`config.mk`:
```
export PLATFORM = sky130hd
export DESIGN_NAME = approx_substring_bitap_matcher
export DESIGN_NICKNAME = d
export VERILOG_FILES = /design/src/sv/asbm_pkg.sv /design/src/sv/asbm_front.sv /design/src/sv/asbm_cell.sv /design/src/sv/asbm_tail.sv /design/src/sv/approx_substring_bitap_matcher.sv
export SDC_FILE = /design/constraint.sdc
export NUM_CORES = 2
export LEC_CHECK = 0
export ABC_CLOCK_PERIOD_IN_PS = 4500
export BUFFER_PORTS_ARGS = -buffer_cell sky130_fd_sc_hd__buf_2
export CORE_AREA = 2 2 275 277
export DETAILED_ROUTE_END_ITERATION = 10
export DIE_AREA = 0 0 277 279
export PLACE_DENSITY_LB_ADDON = 0.25
export SYNTH_ARGS = -nofsm -noshare
export SYNTH_HDL_FRONTEND = slang
export SYNTH_SLANG_ARGS = --single-unit
```
`constraint.sdc`:
```
create_clock -name clk -period 4.5 [get_ports clk]
set_clock_uncertainty 0.1 [all_clocks]
set_input_delay 0.225 -clock clk [delete_from_list [all_inputs] [get_ports clk]]
set_output_delay 0.225 -clock clk [all_outputs]
set_load 0.01 [all_outputs]
```
`src/sv/asbm_pkg.sv`:
```
// Shared constants, register codes and pipeline control type of the bitap matcher.
package asbm_pkg;

  // Fixed field widths
  localparam int CHAR_W        = 8;
  localparam int LEN_W         = 6;
  localparam int ERR_W         = 3;
  localparam int CFG_DATA_W    = 64;
  localparam int CFG_INDEX_W   = 3;
  localparam int PATTERN_BYTES = 32;
  localparam int PATTERN_BITS  = PATTERN_BYTES * CHAR_W;

  // Parameter defaults
  localparam int PATTERN_MAX_DEF      = 32;
  localparam int MAX_ERRORS_BOUND_DEF = 7;
  localparam int POSITION_BITS_DEF    = 16;

  // Configuration register indexes
  localparam logic [CFG_INDEX_W-1:0] REG_PATTERN_LOW      = 3'd0;
  localparam logic [CFG_INDEX_W-1:0] REG_PATTERN_MID_LOW  = 3'd1;
  localparam logic [CFG_INDEX_W-1:0] REG_PATTERN_MID_HIGH = 3'd2;
  localparam logic [CFG_INDEX_W-1:0] REG_PATTERN_HIGH     = 3'd3;
  localparam logic [CFG_INDEX_W-1:0] REG_PATTERN_LENGTH   = 3'd4;
  localparam logic [CFG_INDEX_W-1:0] REG_MAX_ERRORS       = 3'd5;

  // Control that travels with each byte along the chain
  typedef struct packed {
    logic valid;
    logic first;
    logic hit;
  } ctl_t;

endpackage

```
`src/sv/asbm_front.sv`:
```
// Front stage: builds the pattern position set for each text byte.
module asbm_front #(
  parameter int PATTERN_MAX = asbm_pkg::PATTERN_MAX_DEF
) (
  input  logic                             clk,
  input  logic                             rst,
  input  logic                             en,
  input  logic                             in_valid,
  input  logic [asbm_pkg::CHAR_W-1:0]      text_char,
  input  logic                             first_of_string,
  input  logic [asbm_pkg::PATTERN_BITS-1:0] pattern,
  input  logic [asbm_pkg::LEN_W-1:0]       pattern_length,
  output logic [PATTERN_MAX-1:0]           s_out,
  output asbm_pkg::ctl_t                   ctl_out
);
  import asbm_pkg::*;

  logic [PATTERN_MAX-1:0] s_next;
  logic                   char_live;

  // A zero byte matches nothing
  assign char_live = (text_char != '0);

  // Compare the byte against every pattern position in use
  for (genvar i = 0; i < PATTERN_MAX; i++) begin : g_pos
    if (i < PATTERN_BYTES) begin : g_real
      assign s_next[i] = char_live
                         && ((LEN_W+1)'(i) < {1'b0, pattern_length})
                         && (pattern[i*CHAR_W +: CHAR_W] == text_char);
    end else begin : g_blank
      assign s_next[i] = 1'b0;
    end
  end

  // Advance the stage on every enabled cycle
  always_ff @(posedge clk) begin
    if (rst) begin
      ctl_out <= '0;
    end else if (en) begin
      ctl_out.valid <= in_valid;
      ctl_out.first <= first_of_string;
      ctl_out.hit   <= 1'b0;
    end
  end

  always_ff @(posedge clk) begin
    if (en && in_valid) begin
      s_out <= s_next;
    end
  end

endmodule

```
`src/sv/asbm_cell.sv`:
```
// One error row of the bitap recurrence, as a stage of the systolic chain.
module asbm_cell #(
  parameter int PATTERN_MAX = asbm_pkg::PATTERN_MAX_DEF,
  parameter int K_W         = 3,
  parameter int IDX         = 0
) (
  input  logic                   clk,
  input  logic                   rst,
  input  logic                   en,
  input  logic [K_W-1:0]         k_sel,
  input  logic [PATTERN_MAX-1:0] last_mask,
  input  logic [PATTERN_MAX-1:0] s_in,
  input  asbm_pkg::ctl_t         ctl_in,
  input  logic [PATTERN_MAX-1:0] prev_old,
  input  logic [PATTERN_MAX-1:0] prev_new,
  output logic [PATTERN_MAX-1:0] s_out,
  output asbm_pkg::ctl_t         ctl_out,
  output logic [PATTERN_MAX-1:0] old_out,
  output logic [PATTERN_MAX-1:0] row
);
  import asbm_pkg::*;

  logic [PATTERN_MAX-1:0] reload;
  logic [PATTERN_MAX-1:0] old_eff;
  logic [PATTERN_MAX-1:0] base;
  logic [PATTERN_MAX-1:0] row_next;
  logic                   hit_next;

  // Reload value: the low IDX bits set
  for (genvar i = 0; i < PATTERN_MAX; i++) begin : g_reload
    assign reload[i] = (i < IDX);
  end

  // Restart the row at the first byte of a string
  assign old_eff = ctl_in.first ? reload : row;
  assign base    = {old_eff[PATTERN_MAX-2:0], 1'b1} & s_in;

  if (IDX == 0) begin : g_exact
    assign row_next = base;
  end else begin : g_approx
    logic [PATTERN_MAX-1:0] prev_or;
    assign prev_or  = prev_old | prev_new;
    assign row_next = base | {prev_or[PATTERN_MAX-2:0], 1'b1} | prev_old;
  end

  // Pick up the match bit when this row is the selected error limit
  assign hit_next = (k_sel == K_W'(IDX)) ? |(row_next & last_mask) : ctl_in.hit;

  // Hold the row as state and hand the byte on to the next row
  always_ff @(posedge clk) begin
    if (rst) begin
      row     <= reload;
      ctl_out <= '0;
    end else if (en) begin
      ctl_out.valid <= ctl_in.valid;
      if (ctl_in.valid) begin
        row           <= row_next;
        ctl_out.first <= ctl_in.first;
        ctl_out.hit   <= hit_next;
      end
    end
  end

  always_ff @(posedge clk) begin
    if (en && ctl_in.valid) begin
      s_out   <= s_in;
      old_out <= old_eff;
    end
  end

endmodule

```
`src/sv/asbm_tail.sv`:
```
// Tail stage: first-match flag, sticky found flag and saturating byte position.
module asbm_tail #(
  parameter int POSITION_BITS = asbm_pkg::POSITION_BITS_DEF
) (
  input  logic                     clk,
  input  logic                     rst,
  input  logic                     en,
  input  asbm_pkg::ctl_t           ctl_in,
  output logic                     out_valid,
  output logic                     match_here,
  output logic                     found_so_far,
  output logic [POSITION_BITS-1:0] char_position
);
  import asbm_pkg::*;

  logic                     found;
  logic                     found_eff;
  logic [POSITION_BITS-1:0] count;
  logic [POSITION_BITS-1:0] pos_eff;
  logic [POSITION_BITS-1:0] count_next;

  // Restart flag and position at the first byte of a string
  assign found_eff  = ctl_in.first ? 1'b0 : found;
  assign pos_eff    = ctl_in.first ? '0 : count;
  assign count_next = (pos_eff == '1) ? pos_eff : pos_eff + 1'b1;

  // Advance string state and load the result register
  always_ff @(posedge clk) begin
    if (rst) begin
      found     <= 1'b0;
      count     <= '0;
      out_valid <= 1'b0;
    end else if (en) begin
      out_valid <= ctl_in.valid;
      if (ctl_in.valid) begin
        found <= found_eff | ctl_in.hit;
        count <= count_next;
      end
    end
  end

  always_ff @(posedge clk) begin
    if (en && ctl_in.valid) begin
      match_here    <= ctl_in.hit & ~found_eff;
      found_so_far  <= found_eff | ctl_in.hit;
      char_position <= pos_eff;
    end
  end

endmodule

```
`src/sv/approx_substring_bitap_matcher.sv`:
```
// Pipeline: front stage, one cell per error row, then the tail result register.
// Throughput: one text byte per cycle unless stalled; each cell is a pipeline stage.
// The whole chain advances together whenever the result register is empty or taken.
// Reset clears the pipeline, loads row d with its low d bits set, zeroes position
// and found flag, and sets pattern length to 1, error limit to 0, pattern bytes to 0.
module approx_substring_bitap_matcher #(
  parameter int PATTERN_MAX      = asbm_pkg::PATTERN_MAX_DEF,
  parameter int MAX_ERRORS_BOUND = asbm_pkg::MAX_ERRORS_BOUND_DEF,
  parameter int POSITION_BITS    = asbm_pkg::POSITION_BITS_DEF
) (
  input  logic                              clk,
  input  logic                              rst,
  input  logic                              wr_en,
  input  logic [asbm_pkg::CFG_INDEX_W-1:0]  wr_index,
  input  logic [asbm_pkg::CFG_DATA_W-1:0]   wr_data,
  input  logic                              in_valid,
  output logic                              in_ready,
  input  logic [asbm_pkg::CHAR_W-1:0]       text_char,
  input  logic                              first_of_string,
  output logic                              out_valid,
  input  logic                              out_ready,
  output logic                              match_here,
  output logic                              found_so_far,
  output logic [POSITION_BITS-1:0]          char_position
);
  import asbm_pkg::*;

  localparam int ROWS = MAX_ERRORS_BOUND + 1;
  localparam int K_W  = (ROWS > 1) ? $clog2(ROWS) : 1;
  localparam int M_W  = LEN_W + 1;

  logic [PATTERN_BITS-1:0] pattern;
  logic [LEN_W-1:0]        pattern_length;
  logic [ERR_W-1:0]        max_errors;

  logic                    en;
  logic [M_W-1:0]          m_eff;
  logic [K_W-1:0]          k_sel;
  logic [PATTERN_MAX-1:0]  last_mask;

  logic [PATTERN_MAX-1:0]  s_pipe   [ROWS+1];
  logic [PATTERN_MAX-1:0]  old_pipe [ROWS+1];
  logic [PATTERN_MAX-1:0]  row_pipe [ROWS+1];
  ctl_t                    ctl_pipe [ROWS+1];

  // Configuration registers
  always_ff @(posedge clk) begin
    if (rst) begin
      pattern        <= '0;
      pattern_length <= LEN_W'(1);
      max_errors     <= '0;
    end else if (wr_en) begin
      unique case (wr_index)
        REG_PATTERN_LOW:      pattern[0*CFG_DATA_W +: CFG_DATA_W] <= wr_data;
        REG_PATTERN_MID_LOW:  pattern[1*CFG_DATA_W +: CFG_DATA_W] <= wr_data;
        REG_PATTERN_MID_HIGH: pattern[2*CFG_DATA_W +: CFG_DATA_W] <= wr_data;
        REG_PATTERN_HIGH:     pattern[3*CFG_DATA_W +: CFG_DATA_W] <= wr_data;
        REG_PATTERN_LENGTH:   pattern_length <= wr_data[LEN_W-1:0];
        REG_MAX_ERRORS:       max_errors     <= wr_data[ERR_W-1:0];
        default: ;
      endcase
    end
  end

  // Clamp length and error limit to what the chain holds
  assign m_eff = ({1'b0, pattern_length} > M_W'(PATTERN_MAX)) ? M_W'(PATTERN_MAX)
                                                               : {1'b0, pattern_length};
  assign k_sel = (32'(max_errors) > MAX_ERRORS_BOUND) ? K_W'(MAX_ERRORS_BOUND)
                                                      : K_W'(max_errors);

  // Mark the bit of the last pattern position
  for (genvar i = 0; i < PATTERN_MAX; i++) begin : g_mask
    assign last_mask[i] = (m_eff != '0) && (m_eff == M_W'(i + 1));
  end

  // Stall the whole chain while a result waits
  assign en       = ~out_valid | out_ready;
  assign in_ready = en;

  asbm_front #(
    .PATTERN_MAX (PATTERN_MAX)
  ) u_front (
    .clk             (clk),
    .rst             (rst),
    .en              (en),
    .in_valid        (in_valid),
    .text_char       (text_char),
    .first_of_string (first_of_string),
    .pattern         (pattern),
    .pattern_length  (pattern_length),
    .s_out           (s_pipe[0]),
    .ctl_out         (ctl_pipe[0])
  );

  // Row zero has no lower neighbor
  assign old_pipe[0] = '0;
  assign row_pipe[0] = '0;

  for (genvar d = 0; d < ROWS; d++) begin : g_cell
    asbm_cell #(
      .PATTERN_MAX (PATTERN_MAX),
      .K_W         (K_W),
      .IDX         (d)
    ) u_cell (
      .clk       (clk),
      .rst       (rst),
      .en        (en),
      .k_sel     (k_sel),
      .last_mask (last_mask),
      .s_in      (s_pipe[d]),
      .ctl_in    (ctl_pipe[d]),
      .prev_old  (old_pipe[d]),
      .prev_new  (row_pipe[d]),
      .s_out     (s_pipe[d+1]),
      .ctl_out   (ctl_pipe[d+1]),
      .old_out   (old_pipe[d+1]),
      .row       (row_pipe[d+1])
    );
  end

  asbm_tail #(
    .POSITION_BITS (POSITION_BITS)
  ) u_tail (
    .clk           (clk),
    .rst           (rst),
    .en            (en),
    .ctl_in        (ctl_pipe[ROWS]),
    .out_valid     (out_valid),
    .match_here    (match_here),
    .found_so_far  (found_so_far),
    .char_position (char_position)
  );

endmodule
```
Word-level counts from Yosys, hierarchy flattened
Cells that the tools add are included.
{"block": "op_classes", "order_cmp": 33, "eq_ne": 77, "add_sub_neg": 1, "mux": 20, "bitwise": 42, "reduce_logical": 132}
{"operator": "32-bit AND", "n": 16}
{"operator": "32-bit OR", "n": 14}
{"operator": "8-bit equality test", "n": 32}
{"operator": "32-bit OR reduction", "n": 8}
{"operator": "31-bit two-way mux", "n": 8}
{"operator": "31-bit OR", "n": 7}
{"operator": "1-bit logical AND", "n": 105}
{"operator": "6-bit by 5-bit equality test with 1-bit output, second input constant", "n": 16}
{"operator": "5-bit by 6-bit < comparator with 1-bit output, first input constant", "n": 16}
{"operator": "6-bit by 4-bit equality test with 1-bit output, second input constant", "n": 8}
{"operator": "4-bit by 6-bit < comparator with 1-bit output, first input constant", "n": 8}
{"operator": "16-bit two-way mux", "n": 2}
{"operator": "2-bit AND reduction", "n": 15}
{"operator": "6-bit by 3-bit equality test with 1-bit output, second input constant", "n": 4}
{"operator": "3-bit by 6-bit < comparator with 1-bit output, first input constant", "n": 4}
{"operator": "3-bit equality test, second input constant", "n": 6}
{"operator": "16-bit by 1-bit adder with 16-bit output, second input constant", "n": 1}
{"operator": "16-bit equality test, second input constant", "n": 1}
{"operator": "3-bit by 2-bit equality test with 1-bit output, second input constant", "n": 4}
{"operator": "6-bit by 2-bit equality test with 1-bit output, second input constant", "n": 2}
{"operator": "1-bit by 6-bit < comparator with 1-bit output, first input constant", "n": 2}
{"operator": "2-bit by 6-bit < comparator with 1-bit output, first input constant", "n": 2}
{"operator": "1-bit two-way mux", "n": 9}
{"operator": "8-bit nonzero test", "n": 1}
{"operator": "other kinds (10)", "n": 14}
{"block": "word_totals", "out_inout_bits": 20, "register_bits": 1062, "input_bits": 81}

Logic depth before layout (Yosys ltp)
{"block": "depth", "depth_word": 7, "ltp_mapped": 11, "depth_no_buf": 8}

Hierarchy
A second synthesis with hierarchy kept.
{"block": "unflattened", "cells_unflattened": 4067, "area_unflattened_um2": 47118.9}
{"module": "approx_substring_bitap_matcher", "cells_each": 988, "n_inst": 1, "seq_area_each_um2": 5305.1, "area_per_inst_um2": 10702.8}
{"module": "asbm_front", "cells_each": 474, "n_inst": 1, "seq_area_each_um2": 1001.0, "area_per_inst_um2": 4356.7}
{"module": "asbm_cell (g_cell[7].u_cell)", "cells_each": 313, "n_inst": 1, "seq_area_each_um2": 2572.5, "area_per_inst_um2": 3861.2}
{"module": "asbm_cell (g_cell[6].u_cell)", "cells_each": 310, "n_inst": 1, "seq_area_each_um2": 2572.5, "area_per_inst_um2": 3819.9}
{"module": "asbm_cell (g_cell[4].u_cell)", "cells_each": 303, "n_inst": 1, "seq_area_each_um2": 2572.5, "area_per_inst_um2": 3807.4}
{"module": "asbm_cell (g_cell[5].u_cell)", "cells_each": 306, "n_inst": 1, "seq_area_each_um2": 2572.5, "area_per_inst_um2": 3804.9}
{"module": "asbm_cell (g_cell[3].u_cell)", "cells_each": 305, "n_inst": 1, "seq_area_each_um2": 2572.5, "area_per_inst_um2": 3797.4}
{"module": "asbm_cell (g_cell[2].u_cell)", "cells_each": 302, "n_inst": 1, "seq_area_each_um2": 2572.5, "area_per_inst_um2": 3788.6}
{"module": "asbm_cell (g_cell[1].u_cell)", "cells_each": 301, "n_inst": 1, "seq_area_each_um2": 2572.5, "area_per_inst_um2": 3783.6}
{"module": "asbm_cell (g_cell[0].u_cell)", "cells_each": 294, "n_inst": 1, "seq_area_each_um2": 2622.5, "area_per_inst_um2": 3614.7}
{"module": "asbm_tail", "cells_each": 171, "n_inst": 1, "seq_area_each_um2": 900.9, "area_per_inst_um2": 1781.7}

Worst setup path before layout
No wires, ideal clock.
{"block": "synth_path", "path_type": "register to register", "startpoint": "reg u_tail.out_valid", "endpoint": "reg g_cell[0].u_cell.old_out[0] (enable)", "path_buffers": 2, "arrival_time_ns": 3.072, "slack_ns": 0.876, "setup_ns": 0.452, "t_required_ns": 3.948, "synth_period_minus_slack_ns": 3.624, "stages_incl_launch_ff": 7, "cell_sequence": "dfxtp_1 > nor2b_1 > inv_1 > clkbuf_1 > nand2_1 > inv_1 > buf_1"}
{"block": "synth_between", "elab_chain_cells": 3}
{"item": "start: declaration", "line": "asbm_tail.sv:9", "text": "output logic out_valid,"}
{"item": "start signal: assignment", "line": "asbm_tail.sv:34", "text": "out_valid <= ctl_in.valid;"}
{"item": "1-bit NOT", "line": "approx_substring_bitap_matcher.sv:77", "text": "assign en = ~out_valid | out_ready;"}
{"item": "1-bit OR", "line": "approx_substring_bitap_matcher.sv:77"}
{"item": "net in_ready", "line": "approx_substring_bitap_matcher.sv:17", "text": "output logic in_ready,"}
{"item": "1-bit logical AND", "line": "asbm_cell.sv:65", "text": "if (en && ctl_in.valid) begin"}
{"item": "end signal: assignment", "line": "asbm_cell.sv:67", "text": "old_out <= old_eff;"}
{"item": "end: declaration", "line": "asbm_cell.sv:18", "text": "output logic [PATTERN_MAX-1:0] old_out,"}
The timed path passes the listed nets, and every way through them passes these cells.
A chain may end at the register's enable or synchronous reset.

Final worst setup path
{"block": "layout_path", "startpoint": "reg pattern_length[4]", "endpoint": "reg g_cell[2].u_cell.ctl_out[0] in the netlist's numbering"}
{"block": "layout_between", "elab_chain_cells": 7}
{"item": "start: declaration", "line": "approx_substring_bitap_matcher.sv:33", "text": "logic [LEN_W-1:0] pattern_length;"}
{"item": "start signal: assignment", "line": "approx_substring_bitap_matcher.sv:58", "text": "REG_PATTERN_LENGTH: pattern_length <= wr_data[LEN_W-1:0];"}
{"item": "6-bit greater-than comparator", "line": "approx_substring_bitap_matcher.sv:66", "text": "assign m_eff = ({1'b0, pattern_length} > M_W'(PATTERN_MAX)) ? M_W'(PATTERN_MAX)"}
{"item": "6-bit two-way mux *", "line": "approx_substring_bitap_matcher.sv:66"}
{"item": "6-bit by 1-bit equality test with 1-bit output, or another cell as far along", "line": "approx_substring_bitap_matcher.sv:73", "text": "assign last_mask[i] = (m_eff != '0) && (m_eff == M_W'(i + 1));"}
{"item": "1-bit logical AND", "line": "approx_substring_bitap_matcher.sv:73"}
{"item": "32-bit AND *", "line": "asbm_cell.sv:47", "text": "assign hit_next = (k_sel == K_W'(IDX)) ? |(row_next & last_mask) : ctl_in.hit;"}
{"item": "32-bit OR reduction *", "line": "asbm_cell.sv:47"}
{"item": "1-bit two-way mux *", "line": "asbm_cell.sv:47"}
{"item": "end: declaration", "line": "asbm_cell.sv:17", "text": "output asbm_pkg::ctl_t ctl_out,"}
Mark *: on every way between the ends. The rest lies on a longest branch, timed or not.

==> impl_metrics.ini <==
[timing]
fin_hold_ws_ps = 54.7
slew_headroom_pct = 8.58
fin_crit_ps = 3670
hold_viol_final = 0
finalSetupTns_ps = 0
setup_viol = 0
worstMarginPinSlew_ps = 1340
min_period_over_period_pct = 81.4
max_freq_mhz = 273
fin_ws_ps = 835
finalMaxSlewViolations = 0
rsz0062_at_grt = false

[floorplan]
ios = 101
core_sq_mm = 0.0741
die_h_um = 279
die_x_um = 277
fp-row-count = 100
die_area_sq_mm = 0.0773
start_util_pct = 54.9

[global_routing]
grt_overflow = 0
globalRouteMet1Util_pct = 40.3
antenna_found_initial = 3
grtUsageMet3_pct = 4.89
met2_usage_pct = 50.7
grt_max_degree = 138
grt_pass1_wl_mm = 182
grt_pass1_vias = 28800
grt.busiest_layer = met2
grt_use_total_pct = 31.1

[synth]
postSynthRegisterBits = 985
syn_inst = 3947
synth.largest_area_cell = edfxtp_1
synth_top_area_share_pct = 33.2
syn_nets = 4029
syn_avg_cell_area_sq_um = 10.3
synth_seq_area_share_pct = 59.6
synth_most_common_cell = nand2_1
ys_warn_count = 0
synth_edf_count = 449
yosys-top-cells-count = nand2_1 (770), dfxtp_1 (536), edfxtp_1 (449)
synthFlopType = dfxtp_1
synthTopCellsByArea = edfxtp_1 (33%), dfxtp_1 (26%), nand2_1 (7.1%), xnor2_1 (5.2%), a21oi_1 (4.7%)
syn-cell-area_sq_mm = 0.0406
synth_cell_types = 66
async_reset_ff_share_pct = 0

[setup_path]
slowest_stage = nand4bb_1
timing.rr.end = g_cell[2].u_cell.ctl_out[0]
r2r-start = pattern_length[4]
worst_ep_required_time_ps = 4960
max_stage_delay_ps = 1110
end_kind = flip-flop
cp_top_family = simple AND/OR/NAND/NOR gates
worstSetupStartpointType = flip-flop
path_buf_inv = 0
path_max_fanout = 21
path_class = reg2reg
crit_path_cell_trace = nand4bb_1, o32ai_1, nor4_1, and4_1, o41ai_1
arrival_ps = 4130
r2r_setup_slack_ps = 830
cp.depth = 5
r2r_cells = 5

[power]
finalPower_mw = 18.6
power.density_mw_per_mm2 = 403
p_leak_nw = 15.3
peakVddDrop_mv = 0.324

[clock_network]
htree_levels = 3
clock_path_buffers = 3
cts.clk_slew.worst_paths_ps = 70
cts_setup_buffers = 0
cts_tree = done
root_buffer = clkbuf_16
cts-buffers-inserted = 99
clkLatencyLatePin_ps = 680
cts_sinks = 985

[placement]
gp_congestion = 1.03
dp_cells = 4855
io_buffers = 100
hpwl_mm = 87.0
place_area_sq_mm = 0.0422
dp_slack_ps = 1080

[finish]
stdcell_area_sq_mm = 0.0462
layout-drive-gt1-share_pct = 8.91
area_growth_pct = 13.6
instances_no_fill = 5115
final_nets = 4138
utilization_pct = 62.3

[routing]
detail_route.iter0.violations = 2784
ant_nets = 0
vias = 30600
first_pass_iters = 8
routed_wl_mm = 122
via_per_inst = 5.99
post_drt_wl_per_cell_um = 23.8
route.detailed.drc = 0

[hold_path]
min_path_type = in2reg
worst_hold_path.num_cells = 4
whs_endpoint = k_sel[0]
min_from = wr_index[2]

[status]
status = finished clean

[flow_run]
cap_viol_max_count = 0
==> final cells by class <==
| class | count | area [sq um] |
|---|---|---|
| tap | 969 | 1210 |
| antenna | 5 | 12.5 |
| timing repair buffer | 260 | 1980 |
| inverter | 14 | 58.8 |
| sequential | 985 | 24200 |
| fill | 5992 | 27900 |
| clock buffer | 139 | 2780 |
| clock inverter | 47 | 444 |
| multi-input combinational | 2696 | 15400 |
==> cells by family after synthesis <==
logic type	synth area share, %
buf+inv	2.51
compound gates	13.7
simple gates	18.2
fa+ha+maj	0.0308
flops	59.6
xor+xnor	5.73
mux	0.271
==> power breakdown <==
part | total (mW) | leakage [nW] | internal (mW) | switching (mW)
registers | 9.59 | 8.67 | 9.47 | 0.118
clock network | 8.12 | 1.59 | 4.62 | 3.50
logic | 0.902 | 5.00 | 0.319 | 0.583
==> flip-flops by register name (all words and copies together), names as in the netlist, 3 cells and up <==
| signal | flops |
|---|---|
| u_tail.char_position | 16 |
| pattern | 256 |
| u_tail.count | 16 |
| u_front.s_out | 32 |
| g_cell.u_cell.old_out | 203 |
| g_cell.u_cell.ctl_out | 24 |
| g_cell.u_cell.s_out | 196 |
| pattern_length | 6 |
| k_sel | 3 |
| g_cell.u_cell.row | 227 |
==> metal layers <==
layer	routed length [um]	share of wire, %	vias to the layer above
li1	-	-	14400
met1	50000	41	14700
met2	56900	47	1216
met3	8380	6.9	310
met4	6800	5.6	0
met5	0	0	-
==> repair_timing <==
item,4_1_cts,5_1_grt
resized for setup,0,0
hold buffers,69,0
setup endpoints to repair,0,0
endpoints found under the hold margin,275,0
==> tightest hold or removal path, cell delays in order <==
cell and delay [ps]:
buf_2 120, nand4b_1 260, mux2i_1 120, nor2_1 70
==> placed cells by master, fill, tap and decap left out, types with 83 or more instances in the layout <==
cell type,Yosys,final
a2111oi_0,98,92
buf_2,8,99
xnor2_1,240,240
dfxtp_1,536,535
clkbuf_16,0,101
edfxtp_1,449,449
nor3_1,90,90
buf_4,1,83
a211oi_1,117,117
nor2b_1,225,225
a21oi_1,379,379
nand2_1,770,768
nor2_1,271,269
==> how the worst max path moves through the flow <==
| stage | endpoint | slack [ps] | from |
|---|---|---|---|
| 2_1_floorplan | g_cell[0].u_cell.old_out[0] | 880 | u_tail.out_valid |
| 3_5_place_dp | g_cell[2].u_cell.ctl_out[0] | 1080 | pattern_length[4] |
| 6_report | g_cell[2].u_cell.ctl_out[0] | 830 | pattern_length[4] |
| 4_1_cts | g_cell[2].u_cell.ctl_out[0] | 1050 | pattern_length[4] |
| 3_3_place_gp | g_cell[2].u_cell.ctl_out[0] | 1170 | pattern_length[4] |
| 5_1_grt | g_cell[2].u_cell.ctl_out[0] | 830 | pattern_length[4] |
(Power assumes the default switching activity.)
